===== config.mk =====
export PLATFORM = sky130hd
export DESIGN_NAME = bmp24_pixel_normalizer
export DESIGN_NICKNAME = d
export VERILOG_FILES = /design/src/rtl/core/bmpn_pkg.sv /design/src/rtl/core/bmp24_pixel_normalizer.sv /design/src/rtl/core/bmpn_scale.sv
export SDC_FILE = /design/constraint.sdc
export NUM_CORES = 1
export LEC_CHECK = 0
export BUFFER_PORTS_ARGS = -buffer_cell sky130_fd_sc_hd__buf_2
export CAP_MARGIN = 0
export CORE_ASPECT_RATIO = 0.75
export CORE_MARGIN = 10
export CORE_UTILIZATION = 50
export CTS_CLUSTER_DIAMETER = 80
export CTS_CLUSTER_SIZE = 20
export DETAILED_ROUTE_END_ITERATION = 6
export GPL_ROUTABILITY_DRIVEN = 0
export PLACE_DENSITY = 0.69
export RECOVER_POWER = 25
export SLEW_MARGIN = 30
export SYNTH_ARGS = -nofsm -noshare
export SYNTH_HDL_FRONTEND = slang
export SYNTH_SLANG_ARGS = --single-unit

===== constraint.sdc =====
create_clock -name clk -period 7.9 [get_ports clk]
set_input_delay 0.395 -clock clk [delete_from_list [all_inputs] [get_ports clk]]
set_output_delay 0.395 -clock clk [all_outputs]
set_load 0.01 [all_outputs]

===== src/rtl/core/bmpn_pkg.sv =====
package bmpn_pkg;

    localparam int MAX_WIDTH_DEF  = 1024;
    localparam int MAX_HEIGHT_DEF = 1024;

    localparam int DATA_W   = 8;
    localparam int GAIN_W   = 18;
    localparam int BIAS_W   = 16;
    localparam int VALUE_W  = 16;
    localparam int STATUS_W = 3;
    localparam int CH_W     = 2;
    localparam int IDX_W    = 10;
    localparam int TDATA_W  = 40;
    localparam int CFG_IDX_W  = 3;
    localparam int CFG_DATA_W = 18;

    localparam logic [GAIN_W-1:0] GAIN_RESET = 18'd257;
    localparam logic [BIAS_W-1:0] BIAS_RESET = 16'd0;

    localparam logic [STATUS_W-1:0] ST_PIXEL       = 3'd0;
    localparam logic [STATUS_W-1:0] ST_MAGIC       = 3'd1;
    localparam logic [STATUS_W-1:0] ST_PLANES      = 3'd2;
    localparam logic [STATUS_W-1:0] ST_BPP         = 3'd3;
    localparam logic [STATUS_W-1:0] ST_COMPRESSION = 3'd4;
    localparam logic [STATUS_W-1:0] ST_DIMENSIONS  = 3'd5;
    localparam logic [STATUS_W-1:0] ST_OFFSET      = 3'd6;

    localparam logic [CFG_IDX_W-1:0] REG_GAIN_CH0 = 3'd0;
    localparam logic [CFG_IDX_W-1:0] REG_GAIN_CH1 = 3'd1;
    localparam logic [CFG_IDX_W-1:0] REG_GAIN_CH2 = 3'd2;
    localparam logic [CFG_IDX_W-1:0] REG_BIAS_CH0 = 3'd3;
    localparam logic [CFG_IDX_W-1:0] REG_BIAS_CH1 = 3'd4;
    localparam logic [CFG_IDX_W-1:0] REG_BIAS_CH2 = 3'd5;

    localparam logic [CH_W-1:0] CH_LAST = 2'd2;

endpackage


===== src/rtl/core/bmp24_pixel_normalizer.sv =====
// Channel  Dir  Beat payload
// s_*      in   tdata: data_byte; tuser: start_of_file
// m_*      out  tdata: channel, row, column, pixel_value; tuser: status; tlast: image_last
// cfg_*    in   cfg_index: register number; cfg_data: register value
//
// One byte a cycle while the m side takes beats: a beat is captured in the input register,
// then the header parser and the multiply/add/saturate unit load the result register.
// Reset clears the parser to the first header byte and loads the default gains and biases.
// A stalled m side holds the result register and back-pressures s through the input register.
module bmp24_pixel_normalizer
#(
    parameter int MAX_WIDTH  = bmpn_pkg::MAX_WIDTH_DEF,
    parameter int MAX_HEIGHT = bmpn_pkg::MAX_HEIGHT_DEF
)
(
    input  logic                               clk,
    input  logic                               rst_n,

    input  logic                               s_tvalid,
    output logic                               s_tready,
    input  logic [bmpn_pkg::DATA_W-1:0]        s_tdata,   // [7:0] data_byte
    input  logic                               s_tuser,   // [0] start_of_file

    output logic                               m_tvalid,
    input  logic                               m_tready,
    output logic [bmpn_pkg::TDATA_W-1:0]       m_tdata,   // [1:0] channel, [11:2] row,
                                                          // [21:12] column, [37:22] pixel_value
    output logic [bmpn_pkg::STATUS_W-1:0]      m_tuser,   // [2:0] status
    output logic                               m_tlast,   // image_last

    input  logic                               cfg_valid,
    output logic                               cfg_ready,
    input  logic [bmpn_pkg::CFG_IDX_W-1:0]     cfg_index,
    input  logic [bmpn_pkg::CFG_DATA_W-1:0]    cfg_data
);

    localparam int COL_W = (MAX_WIDTH > 1) ? $clog2(MAX_WIDTH) : 1;
    localparam int ROW_W = (MAX_HEIGHT > 1) ? $clog2(MAX_HEIGHT) : 1;
    localparam int WID_W = $clog2(MAX_WIDTH + 1);
    localparam int HGT_W = $clog2(MAX_HEIGHT + 1);

    localparam logic [2:0] PH_HEADER = 3'd0;
    localparam logic [2:0] PH_SKIP   = 3'd1;
    localparam logic [2:0] PH_PIXEL  = 3'd2;
    localparam logic [2:0] PH_PAD    = 3'd3;
    localparam logic [2:0] PH_DONE   = 3'd4;

    localparam logic [31:0] POS_MAGIC  = 32'd1;
    localparam logic [31:0] POS_OFFSET = 32'd13;
    localparam logic [31:0] POS_WIDTH  = 32'd25 - 32'd4;
    localparam logic [31:0] POS_HEIGHT = 32'd25;
    localparam logic [31:0] POS_PLANES = 32'd27;
    localparam logic [31:0] POS_BPP    = 32'd29;
    localparam logic [31:0] POS_COMPR  = 32'd33;
    localparam logic [31:0] POS_HDREND = 32'd53;
    localparam logic [31:0] HDR_LEN    = 32'd54;

    localparam logic [15:0] MAGIC      = 16'h4d42;
    localparam logic [15:0] PLANES     = 16'd1;
    localparam logic [15:0] BPP        = 16'd24;

    logic                               in_valid_reg, in_valid_next;
    logic [bmpn_pkg::DATA_W-1:0]        in_data_reg, in_data_next;
    logic                               in_sof_reg, in_sof_next;

    logic [2:0]                         phase_reg, phase_next;
    logic [31:0]                        pos_reg, pos_next;
    logic [31:0]                        fa_reg, fa_next;
    logic [31:0]                        offset_reg, offset_next;
    logic [WID_W-1:0]                   width_reg, width_next;
    logic [HGT_W-1:0]                   height_reg, height_next;
    logic [ROW_W-1:0]                   row_reg, row_next;
    logic [COL_W-1:0]                   col_reg, col_next;
    logic [bmpn_pkg::CH_W-1:0]          ch_reg, ch_next;
    logic [1:0]                         pad_reg, pad_next;

    logic [bmpn_pkg::GAIN_W-1:0]        gain_reg [3];
    logic [bmpn_pkg::BIAS_W-1:0]        bias_reg [3];

    logic                               out_valid_reg, out_valid_next;
    logic [bmpn_pkg::STATUS_W-1:0]      out_status_reg, out_status_next;
    logic [bmpn_pkg::CH_W-1:0]          out_ch_reg, out_ch_next;
    logic [bmpn_pkg::IDX_W-1:0]         out_row_reg, out_row_next;
    logic [bmpn_pkg::IDX_W-1:0]         out_col_reg, out_col_next;
    logic [bmpn_pkg::VALUE_W-1:0]       out_value_reg, out_value_next;
    logic                               out_last_reg, out_last_next;

    logic                               s_accept;
    logic                               advance;
    logic [2:0]                         phase_cur;
    logic [31:0]                        pos_cur;
    logic [31:0]                        pos_inc;
    logic [31:0]                        fa_new;
    logic                               last_in_row;
    logic                               last_pix;
    logic [bmpn_pkg::GAIN_W-1:0]        gain_sel;
    logic [bmpn_pkg::BIAS_W-1:0]        bias_sel;
    logic signed [bmpn_pkg::VALUE_W-1:0] scaled;
    logic                               err_hit;
    logic [bmpn_pkg::STATUS_W-1:0]      err_code;
    logic                               enter_hit;

    assign advance   = in_valid_reg && (!out_valid_reg || m_tready);
    assign s_tready  = !in_valid_reg || advance;
    assign s_accept  = s_tvalid && s_tready;
    assign cfg_ready = 1'b1;

    assign phase_cur   = in_sof_reg ? PH_HEADER : phase_reg;
    assign pos_cur     = in_sof_reg ? 32'd0 : pos_reg;
    assign pos_inc     = pos_cur + 32'd1;
    assign fa_new      = {in_data_reg, fa_reg[31:8]};
    assign last_in_row = (ch_reg == bmpn_pkg::CH_LAST)
                         && (32'(col_reg) + 32'd1 >= 32'(width_reg));
    assign last_pix    = last_in_row && (row_reg == '0);

    always_comb
    begin
        case (ch_reg)
            2'd1:
            begin
                gain_sel = gain_reg[1];
                bias_sel = bias_reg[1];
            end
            2'd2:
            begin
                gain_sel = gain_reg[2];
                bias_sel = bias_reg[2];
            end
            default:
            begin
                gain_sel = gain_reg[0];
                bias_sel = bias_reg[0];
            end
        endcase
    end

    bmpn_scale u_scale
    (
        .data_byte (in_data_reg),
        .gain      (gain_sel),
        .bias      ($signed(bias_sel)),
        .result    (scaled)
    );

    // header checks, each at the last byte of its field; the offset check at the last header byte
    always_comb
    begin
        err_hit     = 1'b0;
        err_code    = bmpn_pkg::ST_PIXEL;
        enter_hit   = 1'b0;
        case (pos_cur)
            POS_MAGIC:
            begin
                if (fa_new[31:16] != MAGIC)
                begin
                    err_hit  = 1'b1;
                    err_code = bmpn_pkg::ST_MAGIC;
                end
            end
            POS_WIDTH:
            begin
                if (fa_new == 32'd0 || fa_new > 32'(MAX_WIDTH))
                begin
                    err_hit  = 1'b1;
                    err_code = bmpn_pkg::ST_DIMENSIONS;
                end
            end
            POS_HEIGHT:
            begin
                if (fa_new == 32'd0 || fa_new > 32'(MAX_HEIGHT))
                begin
                    err_hit  = 1'b1;
                    err_code = bmpn_pkg::ST_DIMENSIONS;
                end
            end
            POS_PLANES:
            begin
                if (fa_new[31:16] != PLANES)
                begin
                    err_hit  = 1'b1;
                    err_code = bmpn_pkg::ST_PLANES;
                end
            end
            POS_BPP:
            begin
                if (fa_new[31:16] != BPP)
                begin
                    err_hit  = 1'b1;
                    err_code = bmpn_pkg::ST_BPP;
                end
            end
            POS_COMPR:
            begin
                if (fa_new != 32'd0)
                begin
                    err_hit  = 1'b1;
                    err_code = bmpn_pkg::ST_COMPRESSION;
                end
            end
            POS_HDREND:
            begin
                if (offset_reg < HDR_LEN)
                begin
                    err_hit  = 1'b1;
                    err_code = bmpn_pkg::ST_OFFSET;
                end
                else if (pos_inc >= offset_reg)
                begin
                    enter_hit = 1'b1;
                end
            end
            default:
            begin
                err_hit = 1'b0;
            end
        endcase
    end

    always_comb
    begin
        in_valid_next   = in_valid_reg;
        in_data_next    = in_data_reg;
        in_sof_next     = in_sof_reg;
        phase_next      = phase_reg;
        pos_next        = pos_reg;
        fa_next         = fa_reg;
        offset_next     = offset_reg;
        width_next      = width_reg;
        height_next     = height_reg;
        row_next        = row_reg;
        col_next        = col_reg;
        ch_next         = ch_reg;
        pad_next        = pad_reg;
        out_valid_next  = out_valid_reg && !m_tready;
        out_status_next = out_status_reg;
        out_ch_next     = out_ch_reg;
        out_row_next    = out_row_reg;
        out_col_next    = out_col_reg;
        out_value_next  = out_value_reg;
        out_last_next   = out_last_reg;

        if (advance)
        begin
            in_valid_next = 1'b0;
        end
        if (s_accept)
        begin
            in_valid_next = 1'b1;
            in_data_next  = s_tdata;
            in_sof_next   = s_tuser;
        end

        if (advance)
        begin
            phase_next = phase_cur;
            pos_next   = pos_cur;
            case (phase_cur)
                PH_HEADER:
                begin
                    fa_next  = fa_new;
                    pos_next = pos_inc;
                    if (pos_cur == POS_OFFSET)
                    begin
                        offset_next = fa_new;
                    end
                    if (pos_cur == POS_WIDTH)
                    begin
                        width_next = WID_W'(fa_new);
                    end
                    if (pos_cur == POS_HEIGHT)
                    begin
                        height_next = HGT_W'(fa_new);
                    end
                    if (err_hit)
                    begin
                        phase_next      = PH_DONE;
                        out_valid_next  = 1'b1;
                        out_status_next = err_code;
                        out_ch_next     = '0;
                        out_row_next    = '0;
                        out_col_next    = '0;
                        out_value_next  = '0;
                        out_last_next   = 1'b1;
                    end
                    else if (pos_cur == POS_HDREND)
                    begin
                        phase_next = enter_hit ? PH_PIXEL : PH_SKIP;
                        row_next   = ROW_W'(height_reg - HGT_W'(1));
                        col_next   = '0;
                        ch_next    = '0;
                    end
                end
                PH_SKIP:
                begin
                    pos_next = pos_inc;
                    if (pos_inc >= offset_reg)
                    begin
                        phase_next = PH_PIXEL;
                        row_next   = ROW_W'(height_reg - HGT_W'(1));
                        col_next   = '0;
                        ch_next    = '0;
                    end
                end
                PH_PIXEL:
                begin
                    out_valid_next  = 1'b1;
                    out_status_next = bmpn_pkg::ST_PIXEL;
                    out_ch_next     = ch_reg;
                    out_row_next    = bmpn_pkg::IDX_W'(row_reg);
                    out_col_next    = bmpn_pkg::IDX_W'(col_reg);
                    out_value_next  = scaled;
                    out_last_next   = last_pix;
                    if (last_pix)
                    begin
                        phase_next = PH_DONE;
                    end
                    else if (ch_reg != bmpn_pkg::CH_LAST)
                    begin
                        ch_next = ch_reg + 2'd1;
                    end
                    else
                    begin
                        ch_next = '0;
                        if (!last_in_row)
                        begin
                            col_next = col_reg + COL_W'(1);
                        end
                        else
                        begin
                            col_next = '0;
                            row_next = row_reg - ROW_W'(1);
                            pad_next = 2'(width_reg);
                            if (2'(width_reg) != 2'd0)
                            begin
                                phase_next = PH_PAD;
                            end
                        end
                    end
                end
                PH_PAD:
                begin
                    pad_next = pad_reg - 2'd1;
                    if (pad_reg == 2'd1)
                    begin
                        phase_next = PH_PIXEL;
                    end
                end
                default:
                begin
                    phase_next = PH_DONE;
                end
            endcase
        end
    end

    always_ff @(posedge clk or negedge rst_n)
    begin
        if (!rst_n)
        begin
            in_valid_reg  <= 1'b0;
            out_valid_reg <= 1'b0;
            phase_reg     <= PH_HEADER;
            pos_reg       <= '0;
            fa_reg        <= '0;
            offset_reg    <= '0;
            width_reg     <= '0;
            height_reg    <= '0;
            row_reg       <= '0;
            col_reg       <= '0;
            ch_reg        <= '0;
            pad_reg       <= '0;
        end
        else
        begin
            in_valid_reg  <= in_valid_next;
            out_valid_reg <= out_valid_next;
            phase_reg     <= phase_next;
            pos_reg       <= pos_next;
            fa_reg        <= fa_next;
            offset_reg    <= offset_next;
            width_reg     <= width_next;
            height_reg    <= height_next;
            row_reg       <= row_next;
            col_reg       <= col_next;
            ch_reg        <= ch_next;
            pad_reg       <= pad_next;
        end
    end

    always_ff @(posedge clk)
    begin
        in_data_reg    <= in_data_next;
        in_sof_reg     <= in_sof_next;
        out_status_reg <= out_status_next;
        out_ch_reg     <= out_ch_next;
        out_row_reg    <= out_row_next;
        out_col_reg    <= out_col_next;
        out_value_reg  <= out_value_next;
        out_last_reg   <= out_last_next;
    end

    always_ff @(posedge clk or negedge rst_n)
    begin
        if (!rst_n)
        begin
            gain_reg[0] <= bmpn_pkg::GAIN_RESET;
            gain_reg[1] <= bmpn_pkg::GAIN_RESET;
            gain_reg[2] <= bmpn_pkg::GAIN_RESET;
            bias_reg[0] <= bmpn_pkg::BIAS_RESET;
            bias_reg[1] <= bmpn_pkg::BIAS_RESET;
            bias_reg[2] <= bmpn_pkg::BIAS_RESET;
        end
        else if (cfg_valid)
        begin
            case (cfg_index)
                bmpn_pkg::REG_GAIN_CH0: gain_reg[0] <= cfg_data;
                bmpn_pkg::REG_GAIN_CH1: gain_reg[1] <= cfg_data;
                bmpn_pkg::REG_GAIN_CH2: gain_reg[2] <= cfg_data;
                bmpn_pkg::REG_BIAS_CH0: bias_reg[0] <= cfg_data[bmpn_pkg::BIAS_W-1:0];
                bmpn_pkg::REG_BIAS_CH1: bias_reg[1] <= cfg_data[bmpn_pkg::BIAS_W-1:0];
                bmpn_pkg::REG_BIAS_CH2: bias_reg[2] <= cfg_data[bmpn_pkg::BIAS_W-1:0];
                default:
                begin
                    // drop writes to unknown registers
                end
            endcase
        end
    end

    assign m_tvalid = out_valid_reg;
    assign m_tuser  = out_status_reg;
    assign m_tlast  = out_last_reg;
    assign m_tdata  = {2'b00, out_value_reg, out_col_reg, out_row_reg, out_ch_reg};

endmodule


===== src/rtl/core/bmpn_scale.sv =====
module bmpn_scale
(
    input  logic [bmpn_pkg::DATA_W-1:0]         data_byte,
    input  logic [bmpn_pkg::GAIN_W-1:0]         gain,
    input  logic signed [bmpn_pkg::BIAS_W-1:0]  bias,
    output logic signed [bmpn_pkg::VALUE_W-1:0] result
);

    localparam int PROD_W  = bmpn_pkg::DATA_W + bmpn_pkg::GAIN_W;
    localparam int SHIFT_W = PROD_W - 4;
    localparam int SUM_W   = SHIFT_W + 2;

    localparam logic signed [SUM_W-1:0] SAT_HI = SUM_W'(32767);
    localparam logic signed [SUM_W-1:0] SAT_LO = -SUM_W'(32768);

    logic [PROD_W-1:0]        product;
    logic [SHIFT_W-1:0]       scaled;
    logic signed [SUM_W-1:0]  sum;

    assign product = PROD_W'(data_byte) * PROD_W'(gain);
    assign scaled  = product[PROD_W-1:4];
    assign sum     = $signed({2'b00, scaled}) + SUM_W'(bias);

    always_comb
    begin
        if (sum > SAT_HI)
        begin
            result = 16'sd32767;
        end
        else if (sum < SAT_LO)
        begin
            result = -16'sd32768;
        end
        else
        begin
            result = sum[bmpn_pkg::VALUE_W-1:0];
        end
    end

endmodule


==> results.md <==
- Max clock buf depth: 3
- Seq/Total Area, Yosys: a little over a third
- Outcome: finished, violations left
- CTS root buffer: clkbuf_16
- Cell mode on critical path: fa_1
- Post-synthesis cell type count: 89
- Antenna Nets Post-Route: 0
- Core box area: 40900 sq um
- Slew HR: -204%
- Main combinational cell family by area after synthesis: simple AND/OR/NAND/NOR gates
- Compound-Gate Fraction of Synth Area: between 10% and 20%
- Worst Hold End: in_data_reg[6]
- CP Capture Type: flip-flop
- Startpoint types: flip-flop
- NumNets Final: between 2k and 2.5k
- Fin area: around 24000 sq um
- Top_reg_cell synth: dfrtp_1
- Global route overflow: 0
- CTS clock-pin slew for the worst setup and hold paths: approximately 0.09 ns
- Peak Freq: ~0.13 GHz
- Area leader, netlist: dfrtp_1
- Ys async rst share: 82.5%
- Diode count: 0
- Worst r2r dst: out_value_reg[9]
- Via Count: 15.9k
- Final setup margin: approximately 0.18 ns
- Worst Path Arrival: 7.99 ns
- Final worst-path cycle share: just under 100%
- Worst R2R Start: ch_reg[1]
- Slowest CP cell: fa_1
- Worst R2R Path Depth: 35
- Hold slack: between 0.04 and 0.05 ns
- Row count: 64
- Worst Hold Depth: 1
- I/O Buffers: around 80
- Mux cell area share after synthesis: around a tenth
- Inserted Clock Buffers: 18
- Initial antenna violation count: 2
- CTS tree: done
- Max Cap Violations: 1
- GRT met3 Usage: between 3 and 4%
- Critical path origin: ch_reg[1]
- Vias per Instance: 5.67
- Warnings from Yosys: 0
- Max reg flops: 54
- Ports: between 80 and 90
- Final Max Tran Viols: 78
- RSZ-0062 raised after global routing: yes
- Syn Std Cell Area: ~21000 sq um
- Clk sinks: a little under 300
- Simple-gate portion of the synthesized area: 17.8%
- Seq cells post-synth: 291
- GRT Resource Usage Total: 19.9%
- DIE WIDTH: roughly 260 um
- Skew final: 0.0164 ns
- Initial DRC count: between 1k and 1.5k
- Pre-antenna DRT Iters: 5
- Post-Syn Instances: about 2.1k
- Die H: 197 um
- Synth Area in Adders: around 16%
- WL final: roughly 52 mm
- HP Class: in2reg
- Number of global-route vias before repair: approximately 15k
- Met1 usage: between 30% and 40%
- CP Data Required Time: approximately 8 ns
- Hold Path Origin: s_tdata[6]
- Hold Fails Final Rpt: 0
- Setup slack, reg-to-reg: 0.18 ns
- Post-synth EDFFs: 51
- Area Overhead vs Synth: 15.3%
- Slew @ Worst Pin: roughly 4.6 ns
- Residual DRC: 0
- Cell Area, Placed: 22600 sq um
- Share of layout cells above drive strength 1: around a quarter
- Synth top area cells: dfrtp_1, mux2_2, fa_1
- Synth top area share: between 20% and 30%
- Failing checks: capacitance limit, slew limit
- Crit path max fanout: 7
- Die area: between 50000 and 60000 sq um
- GR Util met2: about 30%
- GRT busiest layer: met1
- Starting density of the core: between 50 and 60%
- Largest stage delay on the critical path: approximately 0.53 ns
- Avg Inst Size Synth: approximately 10 sq um
- Largest net degree at the start of global routing: 84
- Crit path kind: reg2reg
- Worst-skew pair later-pin latency: 0.52 ns
- First-pass GRT wire length: roughly 84 mm
- Final setup vio count: 0
- Tmin final: 7.72 ns
- CTS H-Tree Depth: 1
- Post-Synth XOR/XNOR Area: 3.49%
- WL/cell: 18.7 um
- Setup WS pre-CTS: -0.182 ns
- Final HPWL DP: roughly 38 mm
## routing by layer
layer,share of wire [%],vias up
li1,-,7518
met1,49,7847
met2,43,450
met3,7.0,35
met4,0.87,2
met5,0.025,-
## cell type report
| cell class | count | area, sq um |
|---|---|---|
| inverters | 172 | 648 |
| fillers | 3353 | 17000 |
| clock inverters | 1 | 8.76 |
| clock buffers | 28 | 509 |
| well taps | 561 | 702 |
| flip-flops and latches | 291 | 7550 |
| multi-input cells | 1517 | 12800 |
| repair buffers | 227 | 1710 |
## critical path, delay by kind of cell, from the launching register on
family	cells	cell delay (ns)
buffers and inverters	6	0.61
flip-flops	1	0.42
adder cells (fa/ha/maj)	7	2.67
XOR/XNOR	1	0.13
AO/OA/AOI/OAI	11	2.27
AND/OR/NAND/NOR	10	1.38
## cells in the mapped netlist, types with 6 or more instances
| cell type | count |
|---|---|
| inv_1 | 172 |
| a21oi_1 | 86 |
| mux2_2 | 191 |
| nor3b_1 | 9 |
| clkbuf_1 | 77 |
| xnor2_1 | 47 |
| ha_1 | 117 |
| nand2_1 | 156 |
| nand3_1 | 51 |
| nor2b_1 | 88 |
| a22oi_1 | 35 |
| buf_1 | 7 |
| xor2_1 | 34 |
| nor2_1 | 132 |
| o21a_1 | 9 |
| a211oi_1 | 13 |
| nand4_1 | 33 |
| edfxtp_1 | 51 |
| a21o_1 | 28 |
| o31ai_1 | 16 |
| nand2b_1 | 34 |
| and3_1 | 19 |
| nor4b_1 | 6 |
| nor4_1 | 25 |
| dfstp_2 | 6 |
| nand3b_1 | 7 |
| mux2i_1 | 7 |
| nand4b_1 | 6 |
| and2_1 | 44 |
| o211ai_1 | 6 |
| fa_1 | 97 |
| a31oi_1 | 8 |
| nor3_1 | 32 |
| o21ai_0 | 70 |
| or3_1 | 14 |
| dfrtp_1 | 234 |
## how the worst max path moves through the flow
stage          slack, ns           endpoint
2_1_floorplan       0.03  out_value_reg[15]
3_3_place_gp      -0.006   out_value_reg[4]
3_5_place_dp       -0.18   out_value_reg[2]
4_1_cts             0.01  out_value_reg[14]
5_1_grt            -0.13  out_value_reg[13]
6_report            0.18   out_value_reg[9]
## placed cells by master, fill, tap and decap left out, types with 12 or more instances in the layout
cell type	netlist	final
a211oi_1	13	12
dfrtp_1	234	233
edfxtp_1	51	51
a22oi_1	35	28
nor2b_2	0	14
nor2b_1	88	74
fa_1	97	95
nor2_1	132	130
nand4_1	33	33
mux2_2	191	191
nor3_1	32	29
and2_1	44	42
o21ai_0	70	57
ha_1	117	105
xor2_1	34	34
o31ai_1	16	16
buf_4	3	117
nand2_1	156	154
buf_2	4	76
nor4_1	25	25
nand3_1	51	49
a21o_1	28	28
a21oi_1	86	70
clkbuf_1	77	15
and3_1	19	17
or3_1	14	13
clkbuf_16	0	22
inv_1	172	167
nand2b_1	34	28
buf_6	0	16
xnor2_1	47	46
a21oi_2	1	14
## cells by family (layout without fill, tap and decap cells)
group / Yosys count / after routing
compound gates: 328 / 328
xor+xnor: 82 / 82
fa+ha+maj: 214 / 214
buf+inv: 264 / 428
flops: 291 / 291
mux: 198 / 198
other cells: 2 / 3
simple gates: 692 / 692
## repair_timing
item | in CTS | in global routing
cloned | 0 | 4
endpoints found under the setup margin | 15 | 16
setup buffers | 1 | 30
hold buffers | 1 | 0
pin swaps | 6 | 79
gates resized for setup | 17 | 119
endpoints found under the hold margin | 72 | 0
## stage by stage
stage	util, %	setup TNS [ns]	std cells
after global placement	55.0	-0.0582	2729
after global routing	58.5	-1.77	2797
final	58.5	0	2797
after detailed placement	55.2	-2.62	2733
after floorplan	-	0	2072
after CTS	56.6	0	2764
Power is left out: the tool's default activity adds up to more than one toggle a clock period on the data nets, which glitch-free logic cannot reach.
